`src/hdl/oq_pkg.sv`:
```
// oq_pkg: sizes, operation and status codes, sequencer states and the
// storage request struct for the ordered task queue
// no dependencies
`timescale 1ns / 1ps

package oq_pkg;

	// queue geometry
	localparam int DEPTH  = 16;
	localparam int ID_W   = 8;
	localparam int ADDR_W = (DEPTH > 1) ? $clog2(DEPTH) : 1;
	localparam int CNT_W  = $clog2(DEPTH + 1);

	// fixed field widths
	localparam int LIM_W  = 5;
	localparam int FUNC_W = 2;
	localparam int STAT_W = 2;

	localparam logic [CNT_W-1:0] DEPTH_CNT = CNT_W'(DEPTH);
	localparam logic [LIM_W-1:0] LIMIT_RST = LIM_W'(16);

	// operation codes
	localparam logic [FUNC_W-1:0] FN_ENQ  = 2'd0;
	localparam logic [FUNC_W-1:0] FN_DEQ  = 2'd1;
	localparam logic [FUNC_W-1:0] FN_MOVE = 2'd2;

	// status codes
	localparam logic [STAT_W-1:0] ST_OK        = 2'd0;
	localparam logic [STAT_W-1:0] ST_FULL      = 2'd1;
	localparam logic [STAT_W-1:0] ST_EMPTY     = 2'd2;
	localparam logic [STAT_W-1:0] ST_NOT_FOUND = 2'd3;

	// sequencer states
	typedef enum logic [5:0] {
		S_IDLE     = 6'b000001,
		S_SRCH_RD  = 6'b000010,
		S_SRCH_CMP = 6'b000100,
		S_SHF_RD   = 6'b001000,
		S_SHF_WR   = 6'b010000,
		S_REPLY    = 6'b100000
	} state_t;

	// one read and one write port request to the entry store
	typedef struct packed {
		logic              rd_en;
		logic [ADDR_W-1:0] rd_addr;
		logic              wr_en;
		logic [ADDR_W-1:0] wr_addr;
		logic [ID_W-1:0]   wr_data;
	} mem_req_t;

endpackage

```
`src/hdl/oq_store.sv`:
```
// oq_store: entry store of the queue, one write and one registered read per cycle
// depends on oq_pkg
`timescale 1ns / 1ps

module oq_store (
	input  logic                       clk,
	input  oq_pkg::mem_req_t           req,
	output logic [oq_pkg::ID_W-1:0]    rd_data
);
	import oq_pkg::*;

	logic [ID_W-1:0] mem_q [DEPTH];
	logic [ID_W-1:0] rd_data_q;

	// write port
	always_ff @(posedge clk) begin
		if (req.wr_en) begin
			mem_q[req.wr_addr] <= req.wr_data;
		end
	end

	// registered read port
	always_ff @(posedge clk) begin
		if (req.rd_en) begin
			rd_data_q <= mem_q[req.rd_addr];
		end
	end

	assign rd_data = rd_data_q;

endmodule

```
`src/hdl/oq_seq.sv`:
```
// oq_seq: sequencer that walks the entry store one entry at a time to
// search, remove and shift entries, and holds the entry count
// depends on oq_pkg
`timescale 1ns / 1ps

module oq_seq (
	input  logic                         clk,
	input  logic                         arst_n,
	input  logic                         start,
	input  logic [oq_pkg::FUNC_W-1:0]    func,
	input  logic [oq_pkg::ID_W-1:0]      task_id,
	input  logic [oq_pkg::CNT_W-1:0]     lim_eff,
	output logic                         busy,
	output logic                         done,
	output logic [oq_pkg::STAT_W-1:0]    status,
	output logic [oq_pkg::ID_W-1:0]      removed_id,
	output logic [oq_pkg::CNT_W-1:0]     entry_count,
	output oq_pkg::mem_req_t             mem_req,
	input  logic [oq_pkg::ID_W-1:0]      rd_data
);
	import oq_pkg::*;

	state_t             state_q, state_d;
	logic [CNT_W-1:0]   count_q, count_d;
	logic [ADDR_W-1:0]  idx_q, idx_d;
	logic [FUNC_W-1:0]  func_q, func_d;
	logic [ID_W-1:0]    id_q, id_d;
	logic [ID_W-1:0]    taken_q, taken_d;
	logic [STAT_W-1:0]  status_q, status_d;
	logic [ID_W-1:0]    removed_q, removed_d;
	logic [CNT_W-1:0]   idx_inc;
	logic               more;

	// shared index step and compare against the count
	assign idx_inc = CNT_W'(idx_q) + CNT_W'(1);
	assign more    = (idx_inc < count_q);

	// next state and store requests
	always_comb begin
		state_d   = state_q;
		count_d   = count_q;
		idx_d     = idx_q;
		func_d    = func_q;
		id_d      = id_q;
		taken_d   = taken_q;
		status_d  = status_q;
		removed_d = removed_q;
		mem_req   = '0;
		case (state_q)
			S_IDLE: begin
				if (start) begin
					func_d    = func;
					id_d      = task_id;
					status_d  = ST_OK;
					removed_d = '0;
					idx_d     = '0;
					state_d   = S_REPLY;
					case (func)
						FN_ENQ: begin
							if (count_q >= lim_eff) begin
								status_d = ST_FULL;
							end else begin
								mem_req.wr_en   = 1'b1;
								mem_req.wr_addr = count_q[ADDR_W-1:0];
								mem_req.wr_data = task_id;
								count_d         = count_q + CNT_W'(1);
							end
						end
						FN_DEQ: begin
							if (count_q == '0) begin
								status_d = ST_EMPTY;
							end else begin
								state_d = S_SRCH_RD;
							end
						end
						FN_MOVE: begin
							if (count_q == '0) begin
								status_d = ST_NOT_FOUND;
							end else begin
								state_d = S_SRCH_RD;
							end
						end
						default: begin
						end
					endcase
				end
			end
			// read the entry under the index
			S_SRCH_RD: begin
				mem_req.rd_en   = 1'b1;
				mem_req.rd_addr = idx_q;
				state_d         = S_SRCH_CMP;
			end
			// dequeue takes the head, move takes the oldest match
			S_SRCH_CMP: begin
				if (func_q == FN_DEQ || rd_data == id_q) begin
					taken_d = rd_data;
					state_d = S_SHF_RD;
				end else if (more) begin
					idx_d   = idx_q + ADDR_W'(1);
					state_d = S_SRCH_RD;
				end else begin
					status_d = ST_NOT_FOUND;
					state_d  = S_REPLY;
				end
			end
			// fetch the next younger entry, or finish at the tail
			S_SHF_RD: begin
				if (more) begin
					mem_req.rd_en   = 1'b1;
					mem_req.rd_addr = idx_inc[ADDR_W-1:0];
					state_d         = S_SHF_WR;
				end else begin
					if (func_q == FN_DEQ) begin
						count_d   = count_q - CNT_W'(1);
						removed_d = taken_q;
					end else begin
						mem_req.wr_en   = 1'b1;
						mem_req.wr_addr = idx_q;
						mem_req.wr_data = taken_q;
					end
					state_d = S_REPLY;
				end
			end
			// move it one place toward the head
			S_SHF_WR: begin
				mem_req.wr_en   = 1'b1;
				mem_req.wr_addr = idx_q;
				mem_req.wr_data = rd_data;
				idx_d           = idx_q + ADDR_W'(1);
				state_d         = S_SHF_RD;
			end
			S_REPLY: begin
				state_d = S_IDLE;
			end
			default: begin
				state_d = S_IDLE;
			end
		endcase
	end

	// control registers
	always_ff @(posedge clk or negedge arst_n) begin
		if (!arst_n) begin
			state_q <= S_IDLE;
			count_q <= '0;
		end else begin
			state_q <= state_d;
			count_q <= count_d;
		end
	end

	// working registers
	always_ff @(posedge clk) begin
		idx_q     <= idx_d;
		func_q    <= func_d;
		id_q      <= id_d;
		taken_q   <= taken_d;
		status_q  <= status_d;
		removed_q <= removed_d;
	end

	assign busy        = (state_q != S_IDLE);
	assign done        = (state_q == S_REPLY);
	assign status      = status_q;
	assign removed_id  = removed_q;
	assign entry_count = count_q;

endmodule

```
`src/hdl/ordered_queue_move_to_tail.sv`:
```
// ordered_queue_move_to_tail: bounded ordered task queue with enqueue, dequeue, move-to-tail
// enqueue, unused codes and empty cases go straight from accept to the reply; dequeue and move
// read and compare each entry searched, then read and write each entry shifted
// one item at a time, busy from accept through the done cycle
// results show for one cycle on done and cannot be stalled
// async reset empties the queue and sets the limit to 16; store contents are not cleared
`timescale 1ns / 1ps

module ordered_queue_move_to_tail (
	input  logic                         clk,
	input  logic                         arst_n,
	input  logic                         start,
	output logic                         busy,
	input  logic [oq_pkg::FUNC_W-1:0]    func,
	input  logic [oq_pkg::ID_W-1:0]      task_id,
	output logic                         done,
	output logic [oq_pkg::STAT_W-1:0]    status,
	output logic [oq_pkg::ID_W-1:0]      removed_id,
	output logic [oq_pkg::CNT_W-1:0]     entry_count,
	input  logic                         cfg_valid,
	output logic                         cfg_ready,
	input  logic [oq_pkg::LIM_W-1:0]     cfg_data
);
	import oq_pkg::*;

	logic [LIM_W-1:0] limit_q;
	logic [CNT_W-1:0] lim_eff;
	mem_req_t         mem_req;
	logic [ID_W-1:0]  rd_data;

	// capacity limit register
	assign cfg_ready = !busy;

	always_ff @(posedge clk or negedge arst_n) begin
		if (!arst_n) begin
			limit_q <= LIMIT_RST;
		end else if (cfg_valid && cfg_ready) begin
			limit_q <= cfg_data;
		end
	end

	// a limit above the depth acts as the depth
	assign lim_eff = (int'(limit_q) > DEPTH) ? DEPTH_CNT : CNT_W'(limit_q);

	oq_seq u_seq (
		.clk         (clk),
		.arst_n      (arst_n),
		.start       (start),
		.func        (func),
		.task_id     (task_id),
		.lim_eff     (lim_eff),
		.busy        (busy),
		.done        (done),
		.status      (status),
		.removed_id  (removed_id),
		.entry_count (entry_count),
		.mem_req     (mem_req),
		.rd_data     (rd_data)
	);

	oq_store u_store (
		.clk     (clk),
		.req     (mem_req),
		.rd_data (rd_data)
	);

	// count never exceeds the depth
	a_count_bound: assert property (@(posedge clk) disable iff (!arst_n)
		entry_count <= DEPTH_CNT)
		else $error("entry count above depth");

	// an enqueue replies in the next cycle
	a_enq_reply: assert property (@(posedge clk) disable iff (!arst_n)
		(start && !busy && func == FN_ENQ) |=> done)
		else $error("enqueue reply missing");

	// the count only moves into a reply cycle
	a_count_on_reply: assert property (@(posedge clk) disable iff (!arst_n)
		!$stable(entry_count) |-> done)
		else $error("count changed outside a reply");

	// one result per item
	a_single_reply: assert property (@(posedge clk) disable iff (!arst_n)
		done |=> !done)
		else $error("result repeated");

endmodule
```
`config.mk`:
```
export PLATFORM = sky130hd
export DESIGN_NAME = ordered_queue_move_to_tail
export DESIGN_NICKNAME = d
export VERILOG_FILES = /design/src/hdl/oq_pkg.sv /design/src/hdl/oq_store.sv /design/src/hdl/oq_seq.sv /design/src/hdl/ordered_queue_move_to_tail.sv
export SDC_FILE = /design/constraint.sdc
export NUM_CORES = 1
export LEC_CHECK = 0
export BUFFER_PORTS_ARGS = -buffer_cell sky130_fd_sc_hd__buf_2
export CAP_MARGIN = 10
export CELL_PAD_IN_SITES_DETAIL_PLACEMENT = 1
export CELL_PAD_IN_SITES_GLOBAL_PLACEMENT = 1
export CORE_MARGIN = 5
export CORE_UTILIZATION = 55
export CTS_BUF_LIST = sky130_fd_sc_hd__clkbuf_4 sky130_fd_sc_hd__clkbuf_8
export DETAILED_ROUTE_END_ITERATION = 6
export PLACE_DENSITY_LB_ADDON = 0.05
export SYNTH_ARGS = -nofsm -noshare
export SYNTH_HDL_FRONTEND = slang
export SYNTH_SLANG_ARGS = --single-unit
```
`constraint.sdc`:
```
create_clock -name clk -period 5.9 [get_ports clk]
set_input_delay 0.59 -clock clk [delete_from_list [all_inputs] [get_ports clk]]
set_output_delay 0.59 -clock clk [all_outputs]
set_load 0.1 [all_outputs]
```
; ---- Word-level counts from Yosys, hierarchy flattened
; Memory sizes are Yosys's and may differ from the RTL's. A register that Yosys moved wholly into a read port is not among the register bits.
; Cells that the tools add are included.
[word_totals]
reg_bits = 48
latch_bits = 0
mem_bits_rw = 128
rom_bits = 0
input_bits = 19
out_inout_bits = 18
wordCells = 91
memories = 1
[mem_list]
columns = memory, words, width, read_ports, rd_ports_with_merged_regs, write_ports, line
row1 = u_store.mem_q, 16, 8, 1, 1, 1, oq_store.sv:12  ; logic [ID_W-1:0] mem_q [DEPTH];
[classes]
add_sub_neg = 4
mul = 0
n_div = 0
magnitude_cmp = 3
n_eq_ne = 19
shift = 0
n_mux = 40
n_bitwise = 0
n_reduce_logical = 15
[op_table]
columns = op, count
row1 = $mux W13, 5
row2 = $pmux W13 S3, 1
row3 = $mux W6, 6
row4 = $mux W5, 7
row5 = $pmux W6 S5, 1
row6 = $mux W8, 3
row7 = $pmux W5 S2, 2
row8 = $pmux W8 S2, 1
row9 = $mux W4, 3
row10 = $ne A2 B2 Y1 const B, 6
row11 = $pmux W4 S3, 1
row12 = $reduce_and A4 Y1, 3
row13 = $mux W2, 5
row14 = $eq A8 B8 Y1, 1
row15 = $eq A6 B1 Y1 const B, 1
row16 = $eq A6 B2 Y1 const B, 1
row17 = $eq A6 B3 Y1 const B, 1
row18 = $eq A6 B4 Y1 const B, 1
row19 = $eq A6 B5 Y1 const B, 1
row20 = $eq A6 B6 Y1 const B, 1
row21 = $ne A6 B1 Y1 const B, 1
row22 = $pmux W2 S3, 1
row23 = $reduce_and A6 Y1, 1
row24 = $add A4 B1 Y5 const B, 1
row25 = 20 further kinds, 26

; ---- Longest topological paths before layout
; Gate-level depths: netlist of the first run.
[depth]
ltp_word = 9
depth_mapped = 15
ltp_nobuf = 11

; ---- Hierarchy
; A second synthesis of the first run with hierarchy kept.
[hier_totals]
cells_unflattened = 471
area_unflattened_um2 = 7998.9
[by_module_without_submodules]
columns = mod, instances, cells_per_inst, area_each_um2, seq_area_each_um2
row1 = oq_store, 1, 229, 5227.5, 4083.9
row2 = oq_seq, 1, 225, 2542.4, 1237.4
row3 = ordered_queue_move_to_tail, 1, 17, 229.0, 126.4

; ---- Least setup slack after synthesis of the first run
; OpenSTA, ideal clock, no wires.
[synth_path]
path_kind = flip-flop to flip-flop
startpoint = register u_seq.count_q[0], in the netlist u_seq.entry_count[0]
endpoint = memory u_store.mem_q[11][0], enable pin
setup_time_ns = 0.386
arrival_time_ns = 3.618
required_time_ns = 5.514
slack_ns = 1.896
stages_incl_launch_ff = 11
path_buffers = 1
synth_period_minus_slack_ns = 4.004
path_cell_list = dfrtp_1 buf_6 inv_1 ha_1 nand2b_1 a21o_1 a21o_1 a21o_1 a2111oi_4 nand3_1 a211oi_1
[synth_via]
elab_chain_len = 7
elab_cells_between_ends = 9
classes_between = order compare (2) / mux (7)
[synth_lines]
columns = item, line
row1 = from (decl), oq_seq.sv:24  ; logic [CNT_W-1:0] count_q, count_d;
row2 = from (signal assigned), oq_seq.sv:149  ; count_q <= count_d;
row3 = $ge A5 B5 Y1, oq_seq.sv:60  ; if (count_q >= lim_eff) begin
row4 = $mux W13, oq_seq.sv:60
row5 = $mux W13, oq_seq.sv:58  ; case (func)
row6 = $mux W13, oq_seq.sv:51  ; if (start) begin
row7 = $pmux W13 S3 *, oq_seq.sv:49  ; case (state_q)
row8 = $mux W1, oq_store.sv:17  ; if (req.wr_en) begin
row9 = $mux W1 (not written as such), oq_store.sv:18  ; mem_q[req.wr_addr] <= req.wr_data;
row10 = to (decl), oq_store.sv:12
; Mark *: on every way between the ends. The rest lies on a longest branch, timed or not.

; ---- Worst setup path in the final report of the first run
[layout_path]
startpoint = register u_seq.idx_q[0]
endpoint = memory u_store.mem_q[4][0], enable pin
[layout_via]
elab_chain_len = 6
elab_cells_between_ends = 7
classes_between = add/sub (1) / order compare (1) / mux (5)
[layout_lines]
columns = item, line
row1 = from (decl), oq_seq.sv:25  ; logic [ADDR_W-1:0] idx_q, idx_d;
row2 = from (signal assigned), oq_seq.sv:155  ; idx_q <= idx_d;
row3 = $add A4 B1 Y5, oq_seq.sv:35  ; assign idx_inc = CNT_W'(idx_q) + CNT_W'(1);
row4 = $lt A5 B5 Y1, oq_seq.sv:36  ; assign more = (idx_inc < count_q);
row5 = $mux W13, oq_seq.sv:109  ; if (more) begin
row6 = $pmux W13 S3 *, oq_seq.sv:49
row7 = $mux W1, oq_store.sv:17
row8 = $mux W1 (not written as such), oq_store.sv:18
; Marked as above.

==> results of run 1 <==
## sequential cells by signal, summed over array words and instances, names as in the netlist
register	flops
u_seq.func_q	2
u_seq.id_q	8
u_seq.taken_q	8
u_seq.idx_q	4
u_seq.removed_id	8
u_seq.state_q	6
u_seq.entry_count	5
u_store.mem_q	128
u_seq.status	2
u_store.rd_data	8
limit_q	5
## Yosys cell counts, types with 2 or more instances
| library cell | n | share of area, % |
|---|---|---|
| o21ai_0 | 8 | 0.48 |
| mux2_2 | 6 | 0.81 |
| o21ai_1 | 3 | 0.18 |
| dfrtp_1 | 14 | 4.2 |
| ha_1 | 17 | 2.6 |
| a21o_1 | 6 | 0.54 |
| and3_1 | 2 | 0.15 |
| xor2_1 | 12 | 1.3 |
| nand4_1 | 2 | 0.15 |
| a211oi_1 | 4 | 0.36 |
| mux4_2 | 2 | 0.54 |
| nor2_1 | 34 | 1.5 |
| buf_6 | 4 | 0.54 |
| o211ai_1 | 11 | 0.99 |
| a31oi_2 | 2 | 0.30 |
| and4b_1 | 2 | 0.24 |
| nand2_2 | 2 | 0.15 |
| o32ai_1 | 2 | 0.21 |
| buf_2 | 10 | 0.60 |
| a22oi_1 | 9 | 0.81 |
| nor2b_1 | 3 | 0.23 |
| inv_1 | 17 | 0.77 |
| and2_1 | 10 | 0.75 |
| xnor2_1 | 4 | 0.42 |
| clkbuf_1 | 7 | 0.32 |
| dfstp_2 | 2 | 0.63 |
| mux2i_1 | 25 | 3.0 |
| nor3_1 | 6 | 0.36 |
| a32oi_1 | 10 | 1.1 |
| edfxtp_1 | 168 | 61 |
| nor4_1 | 2 | 0.15 |
| buf_4 | 3 | 0.27 |
| o22ai_1 | 2 | 0.15 |
| nand3_1 | 33 | 2.0 |
| o21a_1 | 3 | 0.27 |
| nand3b_1 | 9 | 0.81 |
| a31oi_1 | 5 | 0.38 |
| nor3b_1 | 4 | 0.36 |
| nand2b_1 | 2 | 0.15 |
| a21oi_1 | 11 | 0.66 |
| nand2_1 | 133 | 6.0 |
## metrics by stage
stage	cells	cell area (sq um)
after global placement	844	8650
final	879	9070
after detailed placement	844	8650
after global routing	879	9070
after CTS	876	9050
after floorplan	639	8330
## critical path, cell delays in order, from the launching register on
cell	delay (ns)
edfxtp_1	0.61
ha_1	0.47
and3_1	0.22
ha_1	0.24
a21oi_1	0.50
o21ai_0	0.29
a31oi_1	0.62
nor2_1	0.18
a211o_2	0.38
nor2_1	0.70
## routing by layer
layer	vias up	wire length, microns	track usage (%)
met1	2629	8470	30.8
li1	2438	-	-
met5	-	0	0
met2	139	10800	42.0
met3	28	1050	4.75
met4	0	537	8.72
## worst paths after layout
check | startpoint | end | slack [ns] | cells past startpoint
worst max-delay path | u_seq.idx_q[0]$_SDFFCE_PN0P_ | u_store.mem_q[4][0]$_DFFE_PP_ | 1.31 | 9
worst min-delay path | arst_n | limit_q[0]$_DFFE_PN0P_ | 0.02 | 1
worst max register to register | u_seq.idx_q[0]$_SDFFCE_PN0P_ | u_store.mem_q[4][0]$_DFFE_PP_ | 1.31 | 9
worst min register to register | limit_q[0]$_DFFE_PN0P_ | limit_q[0]$_DFFE_PN0P_ | 0.52 | 1
max in group asynchronous | arst_n | u_seq.state_q[0]$_DFFE_PN1N_ | 5.57 | 1
min in group clk | task_id[0] | u_seq.id_q[0]$_DFFE_PP_ | 0.31 | 1
## logic make-up after synthesis
kind of cell / Yosys count / share of synthesized area (%)
compound gates: 90 / 8.77
xor+xnor: 16 / 1.68
fa+ha+maj: 18 / 2.79
buf+inv: 45 / 2.75
flops: 184 / 65.4
mux: 33 / 4.36
simple gates: 253 / 14.3
## power by group through the flow
stage / clock network, mW / logic [mW] / registers (mW)
global route: 0.965 / 1.56 / 1.77
floorplan: 0 / 0.865 / 2.07
finish: 0.887 / 1.45 / 1.75
global placement: 0 / 1.42 / 1.77
detailed placement: 0 / 1.46 / 1.78
CTS: 0.900 / 1.46 / 1.75
## area by class of cell
cell class	count	area [sq um]	area share [%]
sequential	184	5450	60.0
clock inverter	15	175	1.93
clock buffer	17	234	2.58
inverter	19	76.3	0.841
tap	188	235	2.59
multi-input combinational	410	2660	29.3
timing repair buffer	46	248	2.73
## cells in the final DEF (no fill, tap or decap), types with 7 or more instances in the layout
| cell | n |
|---|---|
| nand2_1 | 133 |
| clkbuf_8 | 17 |
| nor2_1 | 34 |
| and2_1 | 10 |
| mux2i_1 | 25 |
| buf_4 | 7 |
| xor2_1 | 12 |
| ha_1 | 17 |
| buf_2 | 39 |
| inv_1 | 17 |
| a21oi_1 | 11 |
| dfrtp_1 | 14 |
| nand3b_1 | 9 |
| edfxtp_1 | 168 |
| o21ai_0 | 8 |
| a22oi_1 | 9 |
| a32oi_1 | 10 |
| nand3_1 | 33 |
| o211ai_1 | 11 |
==> results.toml, run 1 <==
[die]
rows = 45
chipWidth_microns = 133
pin_count = 37
start_util_pct = 55.4
die_height_microns = 133
die-area_sq_um = 17700
core_sq_um = 15000

[place]
gp_congestion = 0.822
numPortBuffers = 36
dpl_worst_slack_ns = 1.31
dp_hpwl_mm = 14.2

[critical_path]
cp.arrival_ns = 4.69
critical_path_required_ns = 6.00
cp-end-kind = "register"
cp_max_fo = 11
start_kind = "register"
criticalPathCategory = "register to register"

[routing]
vias = 5234
drt_iter0_drc = 481
drc = 0
viasPerCell = 5.95
ant_nets = 0
first_pass_iters = 5
wire_per_inst_microns = 23.7
drt-total-wl_mm = 20.8

[clock_network]
post_cts_resized = 0
cts_tree = "done"
clk_pin_slew_ns = 0.09
clkSinkCount = 184
cts_buffers = 17
post_cts_buffers = 0
insertion_delay_ns = 0.47
cts-hold-fix-buffers = 0
htreeDepth = 4
cts-root-buf = "clkbuf_8"
clk_path_buf_depth = 2

[sta]
slew_violations = 0
timing.hold.ws_ns = 0.0222
worst_pin_slew_ns = 0.976
fin_crit_ns = 4.59
relSlewSlack_pct = 34.9
setup_viol = 0
max_freq_ghz = 0.218
period_share_pct = 77.8
tns_ns = 0
setup_ws_ns = 1.31
hold_violations = 0
rsz0062_at_grt = "no"
fin_skew_ns = 0.00934

[global_route]
grt_pass1_vias = 5521
grt_max_degree = 51
overflow = 0
track_usage_pct = 24.4
antenna_found_initial = 0
grt_pass1_wl_mm = 32.4

[pwr]
power.density_nw_per_um2 = 451
power_mw = 4.09
ir_drop_mv = 0.322
power_frac_seq_pct = 42.8
p_sw_share_pct = 41.4
leakagePower_nw = 3.35
p_comb_share_pct = 35.5
p_clk_share_pct = 21.7
switchingPower_mw = 1.69
p_int_mw = 2.40

[finish]
fin_util_pct = 60.4
n_fill_cell = 1483
nets = 715
final_layout_size_suffix_gt1_share_pct = 15.6
syn_to_final_growth_pct = 8.94
antenna_cells = 0

[yosys]
ys_types = 69
synthCells = 639
yosysWarnings = 0
synth-seq-cells = 184
yosysSeqAreaShare_pct = 65.4
async_flop_share_pct = 8.70
synth_nets = 676
netlist_area_sq_um = 8330
synth-edff-count = 168
syn_area_per_cell_sq_um = 13.0
synth_flop_cell = "edfxtp_1"

[hold_path]
hp-class = "input pin to asynchronous set/reset pin"

[flow_run]
cap_viol_max_count = 0

[run_status]
status = "finished clean"
Power figures use the tool's default switching activity.
==> run 2: changes to the inputs <==
CORE_UTILIZATION = 48   (was 55)
clock period = 4.1 ns   (was 5.9 ns; I/O delays follow)
==> run 2 against run 1 <==
Count of clock-buffer cells in the layout is 2 higher. Sequential cell count stayed put. Critical endpoint is now u_store.mem_q[13][2]$_DFFE_PP_. Global-route usage is 2.9 points lower. Clock skew hardly changed.
==> results.toml, run 2 (same netlist as run 1, synthesis figures left out) <==
[pwr]
power.density_nw_per_um2 = 646
power_mw = 6.02
leakagePower_nw = 3.47
ir_drop_mv = 0.544

[routing]
drt_iter0_drc = 367
ant_nets = 0
drc = 0
wire_per_inst_microns = 21.8
viasPerCell = 5.62
first_pass_iters = 4
vias = 5276
drt-total-wl_mm = 20.4

[critical_path]
critPathBufInv = 1
crit_family = "simple AND/OR/NAND/NOR gates"
cp_max_fo = 11
max_stage_delay_ns = 0.76
cp.arrival_ns = 3.82
worstPathCellList = "ha_1 -> xor2_1 -> ha_1 -> a21o_1 -> a31oi_4 -> o21ai_0 -> a31oi_1 -> buf_4 -> nor3b_1 -> a31oi_1 -> nor2_1"
critical_path_required_ns = 4.19
criticalPathCategory = "register to register"
cp-end-kind = "register"
critPathSlowestCell = "nor2_1"
start_kind = "register"

[sta]
rsz0062_at_grt = "no"
tns_ns = 0
max_freq_ghz = 0.268
fin_skew_ns = 0.00950
period_share_pct = 91.0
slew_violations = 0
fin_crit_ns = 3.73
relSlewSlack_pct = 38.4
hold_violations = 0
worst_pin_slew_ns = 0.921
setup_viol = 0
timing.hold.ws_ns = 0.130

[clock_network]
cts_tree = "done"
clk_path_buf_depth = 2
clk_pin_slew_ns = 0.10
post_cts_buffers = 0
cts_buffers = 17
insertion_delay_ns = 0.46
cts-root-buf = "clkbuf_8"
clkSinkCount = 184
htreeDepth = 4

[finish]
final_layout_size_suffix_gt1_share_pct = 18.2
ff_latch_area_sq_um = 5450
layout_commonest_cell = "edfxtp_1"
top_register = "u_store.mem_q"
final_cell_mix = "edfxtp_1 (168), nand2_1 (133), buf_2 (36), nor2_1 (34), nand3_1 (33)"
nets = 737
syn_to_final_growth_pct = 12.0
fin_area_sq_um = 9330
largest_reg_flops = 128
antenna_cells = 0
n_fill_cell = 1745
multi_input_area_sq_um = 2660

[place]
gp_congestion = 0.887
placed_cell_area_sq_um = 8890
numPortBuffers = 36
dp_hpwl_mm = 14.2

[die]
start_util_pct = 48.5
die-area_sq_um = 20100
chipWidth_microns = 142
rows = 48
pin_count = 37
core_sq_um = 17200
die_height_microns = 142

[global_route]
grt_pass1_vias = 5805
track_usage_pct = 21.5
grt_pass1_wl_mm = 32.7
overflow = 0
antenna_found_initial = 0
grt_max_degree = 50

[flow_run]
cap_viol_max_count = 0

[run_status]
status = "finished clean"

[hold_path]
hp-class = "input pin to register"
## run 2: through the flow
stage	util (%)	worst slack, ns	std cells
6_report	54.3	0.371	938
2_1_floorplan	-	0.0957	639
3_3_place_gp	51.7	0.537	905
5_1_grt	54.3	0.140	938
4_1_cts	54.3	0.354	938
3_5_place_dp	51.7	0.389	905
## run 2: repair_timing
item                                   CTS  global route
hold buffers                             1             0
resized for setup                        0             0
endpoints found under the hold margin   14             0
## run 2: power breakdown
group	switching, mW	internal (mW)	leakage, nW	total (mW)
clock	0.674	0.635	0.213	1.31
sequential	0.164	2.31	1.76	2.48
combinational	1.64	0.595	1.50	2.24
## run 2: cell type report
cell class	count	share of cell area, %
Sequential cell	184	58.4
Multi-Input combinational cell	410	28.5
Timing Repair Buffer	68	4.67
Tap cell	225	3.02
Clock buffer	19	2.67
Clock inverter	13	1.96
Inverter	19	0.818
## run 2: worst paths after layout
check                                             start                              to  slack (ns)  depth (start not counted)
max                        u_seq.idx_q[0]$_SDFFCE_PN0P_  u_store.mem_q[13][2]$_DFFE_PP_        0.37                         11
min                                          task_id[3]         u_seq.id_q[3]$_DFFE_PP_        0.13                          1
max reg2reg                u_seq.idx_q[0]$_SDFFCE_PN0P_  u_store.mem_q[13][2]$_DFFE_PP_        0.37                         11
min reg2reg                      limit_q[0]$_DFFE_PN0P_          limit_q[0]$_DFFE_PN0P_        0.50                          1
max in group asynchronous                        arst_n    u_seq.state_q[0]$_DFFE_PN1N_        3.40                          2
min in group asynchronous                        arst_n          limit_q[2]$_DFFE_PN0P_        0.38                          2
## run 2: layer usage
layer	vias to the layer above	track usage, %	wire, microns
met5	-	0	0
met4	0	7.53	541
met3	24	4.08	1030
met2	110	35.7	10100
met1	2667	28.6	8750
li1	2475	-	-
==> run 3: changes to the inputs <==
CELL_PAD_IN_SITES_DETAIL_PLACEMENT = not set   (was 1)
CELL_PAD_IN_SITES_GLOBAL_PLACEMENT = not set   (was 1)
CORE_UTILIZATION = 55   (was 48)
clock period = 3.3 ns   (was 4.1 ns; I/O delays follow)
==> run 3 against run 2 <==
Sequential share of layout area down 2.5 points. Routed wire length down 7.5%. Count of clock-buffer cells in the layout unchanged. Core utilization up 11 points. Via count up 0.85%. Total power up 26%. Critical path type unchanged. Highest routed layer unchanged.
==> results.toml, run 3 (same netlist as run 1, synthesis figures left out) <==
[global_route]
grt_pass1_vias = 5362
grt_max_degree = 50
grt_pass1_wl_mm = 29.4
overflow = 0
antenna_found_initial = 0
track_usage_pct = 22.0

[flow_run]
cap_viol_max_count = 0

[finish]
layout_commonest_cell = "edfxtp_1"
antenna_cells = 0
final_cell_mix = "edfxtp_1 (168), nand2_1 (133), buf_4 (47), buf_2 (36), nand3_1 (32)"
largest_reg_flops = 128
nets = 760
syn_to_final_growth_pct = 17.1
top_register = "u_store.mem_q"
n_fill_cell = 1109
final_layout_size_suffix_gt1_share_pct = 25.7

[sta]
slew_violations = 0
max_freq_ghz = 0.316
fin_crit_ns = 3.17
worst_pin_slew_ns = 0.672
setup_viol = 0
fin_skew_ns = 0.0110
hold_violations = 0
tns_ns = 0
setup_ws_ns = 0.132
relSlewSlack_pct = 54.0
rsz0062_at_grt = "yes"
period_share_pct = 96.0

[hold_path]
hp-class = "input pin to register"

[pwr]
ir_drop_mv = 0.648
leakagePower_nw = 3.60
power.density_nw_per_um2 = 777
power_mw = 7.58

[clock_network]
cts_buffers = 17
cts_tree = "done"
htreeDepth = 4
clk_path_buf_depth = 2
cts-root-buf = "clkbuf_8"
clk_pin_slew_ns = 0.09
clkSinkCount = 184
insertion_delay_ns = 0.45

[routing]
viasPerCell = 5.76
drc = 0
drt-total-wl_mm = 18.9
drt_iter0_drc = 551
first_pass_iters = 5
vias = 5321
wire_per_inst_microns = 20.5
ant_nets = 0

[critical_path]
critPathSlowestCell = "dfstp_2"
worstPathCellList = "nor2b_1 -> ha_4 -> nand2b_1 -> a21o_1 -> a21o_1 -> a21o_1 -> a2111oi_4 -> buf_12 -> and2_1 -> o22ai_4 -> a211oi_4 -> buf_4"
cpMostUsedCell = "a21o_1"
crit_family = "compound AO/OA/AOI/OAI gates"
criticalPathCategory = "register to register"
cp_max_fo = 16
cp.arrival_ns = 3.33
start_kind = "register"
critical_path_required_ns = 3.46
cp-end-kind = "register"
critPathBufInv = 2
max_stage_delay_ns = 0.54

[run_status]
status = "finished clean"

[place]
dp_hpwl_mm = 13.4
numPortBuffers = 36
dpl_worst_slack_ns = -0.0559
gp_congestion = 0.872

[die]
core_sq_um = 15000
die_height_microns = 133
chipWidth_microns = 133
rows = 45
die-area_sq_um = 17700
pin_count = 37
start_util_pct = 55.4
run 3: changes by cell type in the layout (fill, tap and decap cells not counted), moves of 5 or more:
cell | before | now
buf_12 | 1 | 6
buf_4 | 30 | 47
dfrtp_1 | 14 | 9
nor2_1 | 34 | 22
nor2_2 | 0 | 5
nor2_4 | 0 | 7
run 3: path summary, 6_finish.rpt:
| check | to | cells after the start | slack, ns | startpoint |
|---|---|---|---|---|
| setup / recovery | u_store.mem_q[7][4]$_DFFE_PP_ | 12 | 0.13 | limit_q[4]$_DFFE_PN1P_ |
| hold / removal | u_seq.id_q[1]$_DFFE_PP_ | 1 | 0.07 | task_id[1] |
| setup reg to reg | u_store.mem_q[7][4]$_DFFE_PP_ | 12 | 0.13 | limit_q[4]$_DFFE_PN1P_ |
| hold reg to reg | limit_q[0]$_DFFE_PN0P_ | 1 | 0.50 | limit_q[0]$_DFFE_PN0P_ |
| max in group asynchronous | u_seq.state_q[0]$_DFFE_PN1N_ | 2 | 2.65 | arst_n |
| min in group asynchronous | limit_q[1]$_DFFE_PN0P_ | 2 | 0.32 | arst_n |
run 3: timing repair:
item                                    in CTS  in global routing
hold buffers                                 1                  0
endpoints found under the setup margin      33                127
buffers inserted                             0                  1
hold endpoints to repair                    14                  0
pin swaps                                    0                  3
gates resized for setup                      3                 16
run 3: layout make-up:
| type | instances | area, sq um | area share [%] |
|---|---|---|---|
| inverter | 19 | 78.8 | 0.808 |
| timing repair buffer | 91 | 674 | 6.91 |
| clock buffer | 19 | 249 | 2.55 |
| clock inverter | 12 | 151 | 1.55 |
| tap | 188 | 235 | 2.41 |
| multi-input combinational | 410 | 2910 | 29.8 |
| sequential | 184 | 5460 | 55.9 |
run 3: where the power goes:
part	leakage, nW	switching [mW]	internal (mW)	total (mW)
Clock	0.203	0.760	0.760	1.52
Sequential	1.75	0.151	2.88	3.03
Combinational	1.65	2.13	0.901	3.03
Total	3.60	3.04	4.54	7.58
run 3: layer usage:
layer / part of all wire (%) / global-route usage [%] / vias up
li1: - / - / 2519
met1: 43 / 29.0 / 2609
met3: 5.7 / 5.21 / 24
met4: 2.0 / 6.99 / 0
met2: 50 / 36.5 / 169
met5: 0 / 0 / -
run 3: stage by stage:
step                cells  utilization, %  hold WS [ns]  cell area [sq um]
detailed placement    890            61.3         0.269               9220
CTS                   922            64.2        0.0410               9650
finish                923            64.9        0.0671               9760
floorplan             639               -        0.0344               8510
global route          923            64.9        0.0357               9760
global placement      890            61.3         0.260               9220
